### src/design/assert_macros.svh
// ----------------------------------------------------------------------------
// Assertion macros
// Checks on the rising edge of clk_i. Reset is rst_ni, active low.
// ----------------------------------------------------------------------------
`ifndef ASSERT_MACROS_SVH
`define ASSERT_MACROS_SVH

`ifndef SYNTH
// check held off while rst_ni is low
`define DHC_ASSERT(lbl, prop, msg) \
  lbl: assert property (@(posedge clk_i) disable iff (!rst_ni) prop) else $error(msg);
// check also during reset
`define DHC_ASSERT_NR(lbl, prop, msg) \
  lbl: assert property (@(posedge clk_i) prop) else $error(msg);
`else
`define DHC_ASSERT(lbl, prop, msg)
`define DHC_ASSERT_NR(lbl, prop, msg)
`endif

`endif

### src/design/dhc_pkg.sv
// ----------------------------------------------------------------------------
// dhc_pkg
// Types, command codes and helpers of the differential drive heading
// controller.
// ----------------------------------------------------------------------------
`default_nettype none

package dhc_pkg;

  // command codes
  localparam logic [3:0] CMD_TICK       = 4'd0;
  localparam logic [3:0] CMD_TANK       = 4'd1;
  localparam logic [3:0] CMD_ARCADE     = 4'd2;
  localparam logic [3:0] CMD_STRAIGHT   = 4'd3;
  localparam logic [3:0] CMD_TURN       = 4'd4;
  localparam logic [3:0] CMD_AUTORUN    = 4'd5;
  localparam logic [3:0] CMD_AUTODONE   = 4'd6;
  localparam logic [3:0] CMD_MOVE       = 4'd7;
  localparam logic [3:0] CMD_STOP       = 4'd8;
  localparam logic [3:0] CMD_ZERO       = 4'd9;
  localparam logic [3:0] CMD_STATEAUTO  = 4'd10;
  localparam logic [3:0] CMD_STATEOTHER = 4'd11;

  // configuration register indexes
  localparam int unsigned CFG_AW = 2;
  localparam int unsigned CFG_DW = 16;
  localparam logic [CFG_AW-1:0] CFG_RECOVER_GAIN = 2'd0;
  localparam logic [CFG_AW-1:0] CFG_TURN_GAIN    = 2'd1;
  localparam logic [CFG_AW-1:0] CFG_TURN_LIMIT   = 2'd2;
  localparam logic [CFG_AW-1:0] CFG_ANGLE_TOL    = 2'd3;

  localparam logic [15:0] RECOVER_GAIN_RST = 16'd655;
  localparam logic [15:0] TURN_GAIN_RST    = 16'd655;
  localparam logic [14:0] TURN_LIMIT_RST   = 15'd16384;
  localparam logic [15:0] ANGLE_TOL_RST    = 16'd200;

  localparam logic signed [47:0] Q_MAX = 48'sd32767;
  localparam logic signed [47:0] Q_MIN = -48'sd32768;

  typedef struct packed {
    logic [3:0]         command;
    logic signed [15:0] value_a;
    logic signed [15:0] value_b;
    logic signed [23:0] turn_angle;
    logic [15:0]        timeout_ms;
    logic signed [23:0] gyro_raw;
    logic               is_autonomous;
    logic [9:0]         elapsed_ms;
  } dhc_in_t;

  typedef struct packed {
    logic signed [15:0] left_drive;
    logic signed [15:0] right_drive;
    logic               straight_active;
    logic               turn_active;
  } dhc_out_t;

  // controller -> datapath
  typedef struct packed {
    logic cap;
    logic do_cmd;
    logic do_head;
    logic do_m1;
    logic do_m2;
    logic do_m3;
    logic do_wb;
    logic load_out;
  } dhc_ctl_t;

  // datapath -> controller
  typedef struct packed {
    logic loop_run;
  } dhc_sts_t;

  function automatic logic signed [15:0] sat_q(input logic signed [47:0] v);
    logic signed [15:0] r;
    if (v > Q_MAX) begin
      r = 16'sh7FFF;
    end else if (v < Q_MIN) begin
      r = -16'sh8000;
    end else begin
      r = v[15:0];
    end
    return r;
  endfunction

endpackage

`default_nettype wire

### src/design/dhc_ctrl.sv
// ----------------------------------------------------------------------------
// dhc_ctrl
// Sequencer of the heading controller: steps the datapath through one word
// and owns the result valid flag.
// ----------------------------------------------------------------------------
`default_nettype none
`include "assert_macros.svh"

module dhc_ctrl (
  input  wire logic              clk_i,
  input  wire logic              rst_ni,
  input  wire logic              in_valid_i,
  output logic                   in_ready_o,
  output logic                   out_valid_o,
  input  wire logic              out_ready_i,
  output dhc_pkg::dhc_ctl_t      ctl_o,
  input  wire dhc_pkg::dhc_sts_t sts_i
);

  localparam logic [2:0] S_IDLE = 3'd0;
  localparam logic [2:0] S_CMD  = 3'd1;
  localparam logic [2:0] S_HEAD = 3'd2;
  localparam logic [2:0] S_M1   = 3'd3;
  localparam logic [2:0] S_M2   = 3'd4;
  localparam logic [2:0] S_M3   = 3'd5;
  localparam logic [2:0] S_WB   = 3'd6;
  localparam logic [2:0] S_DONE = 3'd7;

  logic [2:0] state_q, state_d;
  logic       out_valid_q, out_valid_d;
  logic       out_free;

  assign out_free   = !out_valid_q || out_ready_i;
  assign in_ready_o = (state_q == S_IDLE);
  assign out_valid_o = out_valid_q;

  always_comb begin
    state_d = state_q;
    ctl_o   = '0;
    case (state_q)
      S_IDLE: begin
        if (in_valid_i) begin
          ctl_o.cap = 1'b1;
          state_d   = S_CMD;
        end
      end
      S_CMD: begin
        ctl_o.do_cmd = 1'b1;
        state_d      = S_HEAD;
      end
      S_HEAD: begin
        ctl_o.do_head = 1'b1;
        // loop state is settled once the command has acted
        state_d = sts_i.loop_run ? S_M1 : S_DONE;
      end
      S_M1: begin
        ctl_o.do_m1 = 1'b1;
        state_d     = S_M2;
      end
      S_M2: begin
        ctl_o.do_m2 = 1'b1;
        state_d     = S_M3;
      end
      S_M3: begin
        ctl_o.do_m3 = 1'b1;
        state_d     = S_WB;
      end
      S_WB: begin
        ctl_o.do_wb = 1'b1;
        state_d     = S_DONE;
      end
      S_DONE: begin
        if (out_free) begin
          ctl_o.load_out = 1'b1;
          state_d        = S_IDLE;
        end
      end
      default: begin
        state_d = S_IDLE;
      end
    endcase
  end

  always_comb begin
    if (ctl_o.load_out) begin
      out_valid_d = 1'b1;
    end else if (out_ready_i) begin
      out_valid_d = 1'b0;
    end else begin
      out_valid_d = out_valid_q;
    end
  end

  always_ff @(posedge clk_i or negedge rst_ni) begin
    if (!rst_ni) begin
      state_q     <= S_IDLE;
      out_valid_q <= 1'b0;
    end else begin
      state_q     <= state_d;
      out_valid_q <= out_valid_d;
    end
  end

  `DHC_ASSERT(a_accept_starts, (in_valid_i && in_ready_o) |=> (state_q == S_CMD), "no start")
  `DHC_ASSERT(a_no_overwrite, ctl_o.load_out |-> (!out_valid_q || out_ready_i), "overwrite")
  `DHC_ASSERT(a_wb_then_done, (state_q == S_WB) |=> (state_q == S_DONE), "done skipped")

endmodule

`default_nettype wire

### config.mk
export PLATFORM = sky130hd
export DESIGN_NAME = dhc_ctrl
export DESIGN_NICKNAME = d
export VERILOG_FILES = /design/src/design/dhc_pkg.sv /design/src/design/dhc_ctrl.sv
export VERILOG_INCLUDE_DIRS = /design/src /design/src/design
export SDC_FILE = /design/constraint.sdc
export NUM_CORES = 1
export LEC_CHECK = 0
export BUFFER_PORTS_ARGS = -buffer_cell sky130_fd_sc_hd__clkbuf_2
export CORE_AREA = 2 2 39 41
export DETAILED_ROUTE_END_ITERATION = 10
export DIE_AREA = 0 0 41 43
export PLACE_DENSITY = 0.44
export SYNTH_ARGS = -nofsm -noshare
export SYNTH_HDL_FRONTEND = slang
export SYNTH_SLANG_ARGS = --single-unit
### constraint.sdc
create_clock -name clk_i -period 0.9 [get_ports clk_i]
set_clock_uncertainty 0.15 [all_clocks]
set_input_delay 0 -clock clk_i [delete_from_list [all_inputs] [get_ports clk_i]]
set_output_delay 0 -clock clk_i [all_outputs]
set_load 0.01 [all_outputs]
==> impl_results.md, run 1 <==
* Status: finished, violations left
* Violated checks: negative hold slack, negative setup slack
* Relative slew margins at 84.92%
* Post-Layout Inst Area at 656.9 um2
* Overall Global Routing Usage at 10.49%
* Largest cells by area after synthesis: dfrtp_1 (36%), buf_6 (8.1%), nor3b_1 (8.1%)
* PwrDens at 3906 nW/um2
* Die height at 43 um
* Antenna Cells at 0
* R2R cell count at 4
* Initial core utilization at 20.16%
* DR pass1 iterations at 2
* Area leader, netlist: dfrtp_1
* DP Wirelength at 444.8 um
* Post-synthesis area per instance at 9.301 um2
* Routability cong. at 0.6439
* Critical path arrival at 1210 ps
* Pwr Total at 2.566 mW
* Worst hold path stage count at 3
* Worst reg2reg startpoint: state_q[0]
* Cell count after synthesis at 30
* Routed WL at 863 um
* Largest net degree at the start of global routing at 13
* Top cell type's share of synthesized area at 35.87%
* DRC violations left at 0
* Vias in the first global route at 292
* Starting DRT DRC Count at 2
* Via-per-instance ratio at 4.092
* DRT antenna net count at 0
* Fmax at 737.2 MHz
* PnR worst setup slack at -456.6 ps
* Port bufs at 14
* Hold Fails Final Rpt at 7
* Commonest non-fill, non-tap cells in the layout: buf_6 (11), buf_4 (7), buf_2 (6)
* Synth unique cells at 19
* Core area at 1384 um2
* Num CTS Buffers at 3
* First-pass GRT wire length at 1.207 mm
* Via count at 311
* Worst reg2reg endpoint: state_q[0]
* Sequential cell area fraction in the yosys report at 35.87%
* Worst hold endpoint: out_valid_o
* Critical Path Start Type: register
* Tcrit/Tclk final at 150.7%
* Hold buffers post-CTS at 1
* Yosys warns at 0
* Worst VDD drop at 1.570 mV
* Clock Sinks at 4
* RSZ-0062 raised after global routing: yes
* # H-tree levels at 1
* Hold path start: out_ready_i
* Pins Over Slew Limit at 0
* Commonest non-fill, non-tap cell in the layout: buf_6
* Row cnt at 14
* Post-Syn Area at 279.0 um2
* Max Root-Sink Buffers at 2
* Max-cap violations at 0
* Endpoints failing setup at 13
* Slew @ Worst Pin at 226.2 ps
* Non-filler cells, final at 76
* Leakage at 0.3065 nW
* Routed length per instance at 11.36 um
* TritonCTS clock tree: done
* Synth-to-Final Area Change at 135.4%
* Nets at 67
* Flops & latches, synth at 4
* Crit path kind: register to output port
* Reg clk slew, reported paths at 40 ps
* Placed Cells at 58
* R2r setup slk at -340 ps
* Crit end category: output port
* Critical path fanouts, max at 6
* Final min period at 1357 ps
* WP data required at 750 ps
* TNS Setup at -4603 ps
* Die Span X at 41 um
* WHS at -51.64 ps
* Clock root buffer: clkbuf_4
* Worst hold-check path type: input pin to register
* Antenna violations before repair at 0
* Die footprint at 1763 um2
* Post-layout util at 47.47%
* Syn Nets at 35
* Clk Latency, worst-skew pair at 230 ps
* Dpl ws at -273.0 ps
* Share of layout cells above drive strength 1 at 90.00%
* Area after DPL at 397.9 um2
* I/O pins at 15
* Grt ovf at 0
cells in the mapped netlist:
master    count
inv_2         1
nor2_1        3
nor3_1        1
buf_6         2
nor2b_1       1
dfrtp_1       4
buf_4         2
a21boi_2      1
a21oi_1       2
a21oi_2       1
and3_1        1
nand2_1       1
nor3b_1       3
nand2b_1      2
and2_1        1
nor2_2        1
nor3_2        1
nand3_2       1
o21bai_1      1
layer usage:
layer / up-vias / track usage [%] / wire (um)
met2: 6 / 16.25 / 542
li1: 158 / - / -
met3: 0 / 1.571 / 28
met5: - / 0 / 0
met1: 147 / 11.11 / 291
met4: 0 / 10.00 / 0
state kept, by name, indices dropped and copies added, names as in the netlist:
name / cells
out_valid_o: 1
state_q: 3
cell families (layout without fill, tap and decap cells):
kind of cell           after synthesis  count (layout)  synth area share [%]
AND/OR/NAND/NOR                     16              16                 35.88
flip-flops                           4               4                 35.88
AO/OA/AOI/OAI                        5               5                 13.45
buffers and inverters                5              35                 14.79
how the worst max path moves through the flow:
stage | slack, ps | start | endpoint
finish | -460 | state_q[0] | ctl_o[5]
global placement | -290 | state_q[0] | state_q[1]
global route | -510 | state_q[0] | ctl_o[6]
floorplan | -140 | state_q[1] | ctl_o[7]
detailed placement | -270 | state_q[0] | state_q[1]
CTS | -450 | state_q[2] | ctl_o[7]
report_power, final:
part	internal [mW]	switching, mW	leakage (nW)
sequential	0.284	0.174	0.0436
combinational	1.12	0.772	0.249
clock	0.149	0.0664	0.0138
worst max-delay path, stage by stage (launching register included):
cell	delay, ps
dfrtp_2	450
buf_6	140
buf_6	100
nor3_4	130
buf_2	140
what timing repair did:
item,4_1_cts,5_1_grt
gates cloned,1,0
hold endpoints to repair,7,6
resized for setup,12,28
pin swaps,5,8
setup buffers,7,9
endpoints found under the setup margin,13,14
cell type report:
cell class	count	area, um2
multi-input cells	21	242.7
well taps	16	20.02
flip-flops and latches	4	103.9
repair buffers	31	261.5
clock buffers	3	22.52
inverters	1	6.256
fillers	127	726.9
Note: power is estimated with default switching activity, not from simulation.
==> run 2, diff against run 1 <==
SKIP_LAST_GASP = 1   (was default)
==> run 2 against run 1 <==
The flow still finishes with violations (negative hold slack, negative setup slack). Register-to-register slack got worse by 20 ps. Combinational power about the same. Critical path depth did not move. Total power down 1.2%. Clock power barely moved. Hold slack about the same. Final cell count is the same. Critical endpoint unchanged. Die area stayed put.
==> impl_results.md, run 2 (synthesis results as in run 1) <==
* DR pass1 iterations at 2 (unchanged)
* DP Wirelength at 444.8 um (unchanged)
* Placed Cells at 58 (unchanged)
* I/O pins at 15 (unchanged)
* Hold Fails Final Rpt at 7 (unchanged)
* First-pass GRT wire length at 1.207 mm (unchanged)
* Relative slew margins at 84.82% (-0.10 points)
* Share of layout cells above drive strength 1 at 90.00% (unchanged)
* Status: finished, violations left
* # H-tree levels at 1 (unchanged)
* PnR worst setup slack at -455.5 ps (+1.046 ps)
* Number of fill cells in the layout at 128 (+0.79%)
* RSZ-0062 raised after global routing: yes
* Nets at 67 (unchanged)
* Hold path start: out_ready_i
* Endpoints failing setup at 13 (unchanged)
* Hold buffers post-CTS at 1 (unchanged)
* Routed WL at 842 um (-2.4%)
* Crit path kind: register to output port
* Overall Global Routing Usage at 10.49% (unchanged)
* Violated checks: negative hold slack, negative setup slack
* Via count at 312 (+0.32%)
* Max Root-Sink Buffers at 2 (unchanged)
* Slew @ Worst Pin at 227.8 ps (+1.539 ps)
* Port bufs at 14 (unchanged)
* Vias in the first global route at 294 (+0.68%)
* Die height at 43 um (unchanged)
* Commonest non-fill, non-tap cell in the layout: buf_6
* Clk Latency, worst-skew pair at 230 ps (about the same)
* Fmax at 737.7 MHz (about the same)
* Psw at 1.001 mW (-1.1%)
* Largest Register: state_q
* DRC violations left at 0 (unchanged)
* Tcrit/Tclk final at 150.6% (about the same)
* Logic pwr share at 73.4% (-0.4 points)
* Clock Sinks at 4 (unchanged)
* DRT antenna net count at 0 (unchanged)
* Commonest non-fill, non-tap cells in the layout: buf_6 (9), buf_4 (8), clkbuf_2 (6), buf_2 (6)
* Max FFs per register at 3 (unchanged)
* Non-filler cells, final at 76 (unchanged)
* Clk pwr share at 8.5% (about the same)
* Post-Layout Inst Area at 646.9 um2 (-1.5%)
* Leakage at 0.3038 nW (-0.89%)
* Antenna Cells at 0 (unchanged)
* Worst VDD drop at 1.531 mV (-2.5%)
* Initial core utilization at 20.16% (unchanged)
* Critical path fanouts, max at 6 (unchanged)
* TritonCTS clock tree: done
* Antenna violations before repair at 0 (unchanged)
* Largest net degree at the start of global routing at 13 (unchanged)
* Row cnt at 14 (unchanged)
* Routability cong. at 0.6439 (unchanged)
* Final min period at 1356 ps (-1.046 ps)
* Routed length per instance at 11.08 um (-2.4%)
* Via-per-instance ratio at 4.105 (+0.32%)
* Die Span X at 41 um (unchanged)
* Starting DRT DRC Count at 2 (unchanged)
* Grt ovf at 0 (unchanged)
* Reg power frac at 18.1% (+0.3 points)
* Die footprint at 1763 um2 (unchanged)
* Synth-to-Final Area Change at 131.8%
* WP data required at 750 ps (about the same)
* Critical Path Start Type: register
* Num CTS Buffers at 3 (unchanged)
* Clock root buffer: clkbuf_4
* Worst hold-check path type: input pin to register
* PwrDens at 3917 nW/um2 (+0.28%)
* WHS at -51.56 ps (+0.08060 ps)
* Core area at 1384 um2 (unchanged)
* Pwr Total at 2.534 mW (-1.2%)
* Pins Over Slew Limit at 0 (unchanged)
* Reg clk slew, reported paths at 40 ps (about the same)
* Max-cap violations at 0 (unchanged)
* Switching Share at 39.50% (+0.045 points)
* Crit. Startpoint: state_q[0]
* Area after DPL at 397.9 um2 (unchanged)
* Cell Int Power at 1.533 mW (-1.3%)
* Worst reg2reg startpoint: state_q[0]
* Critical path arrival at 1210 ps (about the same)
* Crit end category: output port
## run 2: critical path, cell delays in order (launching register included)
cell and delay, ps:
dfrtp_2 450, buf_6 140, buf_6 100, nor3_4 130
buf_2 140
## run 2: repair_timing
| item | 4_1_cts | 5_1_grt |
|---|---|---|
| cloned | 1 | 0 |
| pin swaps | 5 | 8 |
| endpoints found under the hold margin | 7 | 6 |
| endpoints found under the setup margin | 13 | 14 |
| gates resized for setup | 12 | 25 |
| setup buffers | 7 | 9 |
## run 2: final timing paths
check                         endpoint  cells after the start  slack, ps
setup / recovery              ctl_o[5]                      4       -460
hold / removal             out_valid_o                      3        -50
setup reg to reg            state_q[0]                      4       -360
hold reg to reg            out_valid_o                      2        550
max in group asynchronous   state_q[0]                      2        500
min in group asynchronous  out_valid_o                      2        -40
## run 2: power by group through the flow
stage	clock network (mW)	registers [mW]	logic [mW]
floorplan	0	0.343	0.814
global placement	0	0.449	0.903
detailed placement	0	0.444	0.899
CTS	0.228	0.487	1.39
global route	0.245	0.471	1.98
finish	0.215	0.458	1.86
## run 2: per-stage QoR
step | setup TNS (ps) | utilization [%] | setup slack (ps)
2_1_floorplan | -979.6 | - | -143.1
3_3_place_gp | -2696 | 28.75 | -293.6
3_5_place_dp | -2597 | 28.75 | -273.0
4_1_cts | -4658 | 39.96 | -452.6
5_1_grt | -5305 | 46.75 | -513.2
6_report | -4633 | 46.75 | -455.5
## run 2: final cells by class
class	instances	area, um2	share of cell area [%]
clock buffers	3	22.52	3.482
inverters	1	6.256	0.9671
multi-input cells	21	242.7	37.52
flip-flops and latches	4	103.9	16.05
well taps	16	20.02	3.095
repair buffers	31	251.5	38.88
## run 2: layer usage
layer / up-vias / GRT usage, % / share of wire [%]
met5: - / 0 / 0
met4: 0 / 10.00 / 0
met3: 0 / 1.571 / 3.3
met2: 6 / 16.25 / 62
met1: 147 / 11.11 / 35
li1: 159 / - / -
==> run 3, diff against run 2 <==
REMOVE_ABC_BUFFERS = 1   (was default)
==> run 3 against run 2 <==
The flow still finishes with violations (negative hold slack, negative setup slack). Routed wire length shrank 17%. Hold slack gained 8.3 ps. Final cell count shrank 1.3%. Sequential share of layout area grew 3.4 points. Global-route usage shrank 2.1 points. Largest power group unchanged.
==> impl_results.md, run 3 (synthesis results as in run 1) <==
* Cell Int Power at 1.182 mW (-23%)
* I/O pins at 15 (unchanged)
* Max-cap violations at 0 (unchanged)
* WHS at -43.30 ps (+8.254 ps)
* Hold Fails Final Rpt at 5 (-2)
* Fmax at 771.7 MHz (+4.6%)
* Violated checks: negative hold slack, negative setup slack
* Core area at 1384 um2 (unchanged)
* DP Wirelength at 430.7 um (-3.2%)
* Worst VDD drop at 0.9975 mV (-35%)
* Placed Cells at 60 (+3.4%)
* TritonCTS clock tree: done
* Area after DPL at 361.6 um2 (-9.1%)
* Antenna violations before repair at 0 (unchanged)
* Row cnt at 14 (unchanged)
* Die height at 43 um (unchanged)
* Share of layout cells above drive strength 1 at 74.58% (-15 points)
* Number of fill cells in the layout at 144 (+13%)
* Post-Layout Inst Area at 533.0 um2 (-18%)
* # H-tree levels at 1 (unchanged)
* Nets at 66 (-1.5%)
* Crit path buffers/inverters at 2 (-1)
* Num CTS Buffers at 3 (unchanged)
* Worst reg2reg startpoint: state_q[2]
* Slew @ Worst Pin at 214.3 ps (-13.45 ps)
* Slowest cell on crit path: dfrtp_2
* Starting DRT DRC Count at 3 (+1)
* Routed WL at 696 um (-17%)
* Crit. Startpoint: state_q[2]
* Cells along the critical path: buf_6 > nand3_4 > nor2_2 > buf_2
* Clock root buffer: clkbuf_4
* Psw at 761.9 uW (-24%)
* Port bufs at 14 (unchanged)
* Tcrit/Tclk final at 144.0% (-6.6 points)
* Grt ovf at 0 (unchanged)
* Crit end category: output port
* Max Root-Sink Buffers at 2 (unchanged)
* Critical Path Start Type: register
* Status: finished, violations left
* Vias in the first global route at 240 (-18%)
* Die Span X at 41 um (unchanged)
* Endpoints failing setup at 13 (unchanged)
* Worst hold-check path type: input pin to asynchronous set/reset pin
* Synth-to-Final Area Change at 91.03%
* Largest Register: state_q
* DRC violations left at 0 (unchanged)
* R2r setup slk at -350 ps (about the same)
* Pins Over Slew Limit at 0 (unchanged)
* Commonest non-fill, non-tap cells in the layout: buf_4 (12), clkbuf_2 (7), buf_2 (7)
* Antenna Cells at 0 (unchanged)
* RSZ-0062 raised after global routing: yes
* Commonest non-fill, non-tap cell in the layout: buf_4
* Crit path kind: register to output port
* Initial core utilization at 20.16% (unchanged)
* Via-per-instance ratio at 4.027 (-1.9%)
* Leakage at 0.2727 nW (-10%)
* Hold buffers post-CTS at 2 (+1)
* Pwr Total at 1.943 mW (-23%)
* Routed length per instance at 9.280 um (-16%)
* Switching Share at 39.20% (-0.30 points)
* Max FFs per register at 3 (unchanged)
* Crit path largest cell delay at 440 ps (about the same)
* Largest net degree at the start of global routing at 9 (-4)
* Final min period at 1296 ps (-59.65 ps)
* Reg clk slew, reported paths at 40 ps (about the same)
* Overall Global Routing Usage at 8.392% (-2.1 points)
* Critical path fanouts, max at 6 (unchanged)
* Delay-heaviest family, CP: flip-flops
* WP data required at 750 ps (about the same)
* DRT antenna net count at 0 (unchanged)
* Logic pwr share at 64.7% (-8.7 points)
* Clk Latency, worst-skew pair at 230 ps (about the same)
* Die footprint at 1763 um2 (unchanged)
* First-pass GRT wire length at 910 um (-25%)
* DR pass1 iterations at 4 (+2)
* Critical path arrival at 1150 ps (-60 ps)
* Reg power frac at 24.2% (+6.1 points)
* Relative slew margins at 85.71% (+0.90 points)
* Clock Sinks at 4 (unchanged)
* Non-filler cells, final at 75 (-1.3%)
* Clk pwr share at 11.1% (+2.6 points)
* PwrDens at 3646 nW/um2 (-6.9%)
* Via count at 302 (-3.2%)
* PnR worst setup slack at -395.9 ps (+59.65 ps)
* Routability cong. at 0.6246 (-3.0%)
## run 3: worst register-to-register path, delay by kind of cell (launching register included)
kind                   cells  cell delay, ps
buffers and inverters      2             300
flip-flops                 1             450
AO/OA/AOI/OAI              2             240
## run 3: layout make-up
| type | count | area [um2] | share of cell area, % |
|---|---|---|---|
| clock buffer | 3 | 22.52 | 4.225 |
| inverter | 1 | 3.754 | 0.7042 |
| multi-input combinational | 21 | 180.2 | 33.80 |
| sequential | 4 | 103.9 | 19.48 |
| tap | 16 | 20.02 | 3.756 |
| timing repair buffer | 30 | 202.7 | 38.03 |
## run 3: what timing repair did
item / 4_1_cts / 5_1_grt
setup buffers: 8 / 2
setup endpoints to repair: 13 / 13
gates resized for setup: 11 / 12
endpoints found under the hold margin: 6 / 5
pin swaps: 4 / 3
## run 3: through the flow
stage	setup WS (ps)	setup TNS (ps)	utilization, %
3_3_place_gp	-253.4	-2638	26.13
4_1_cts	-384.4	-4115	35.53
6_report	-395.9	-4355	38.52
5_1_grt	-460.8	-5002	38.52
3_5_place_dp	-238.9	-2402	26.13
2_1_floorplan	-207.0	-1236	-
## run 3: layer usage
metal | global-route usage, % | share of wire [%] | vias up
met5 | 0 | 0 | -
met4 | 8.000 | 0 | 0
met3 | 3.141 | 0.72 | 0
met2 | 12.81 | 61 | 1
met1 | 7.895 | 38 | 143
li1 | - | - | 158
## run 3: worst paths after layout
path	end	depth (start not counted)
setup / recovery	ctl_o[0]	4
hold / removal	out_valid_o	2
setup reg to reg	state_q[1]	4
hold reg to reg	state_q[2]	2
max in group asynchronous	state_q[0]	2
min in group clk_i	state_q[2]	4
## run 3: power groups by stage
stage / combinational (mW) / clock, mW / sequential, mW
finish: 1.26 / 0.215 / 0.471
global placement: 0.716 / 0 / 0.483
detailed placement: 0.718 / 0 / 0.472
floorplan: 0.396 / 0 / 0.444
global route: 1.36 / 0.227 / 0.485
CTS: 1.12 / 0.222 / 0.428
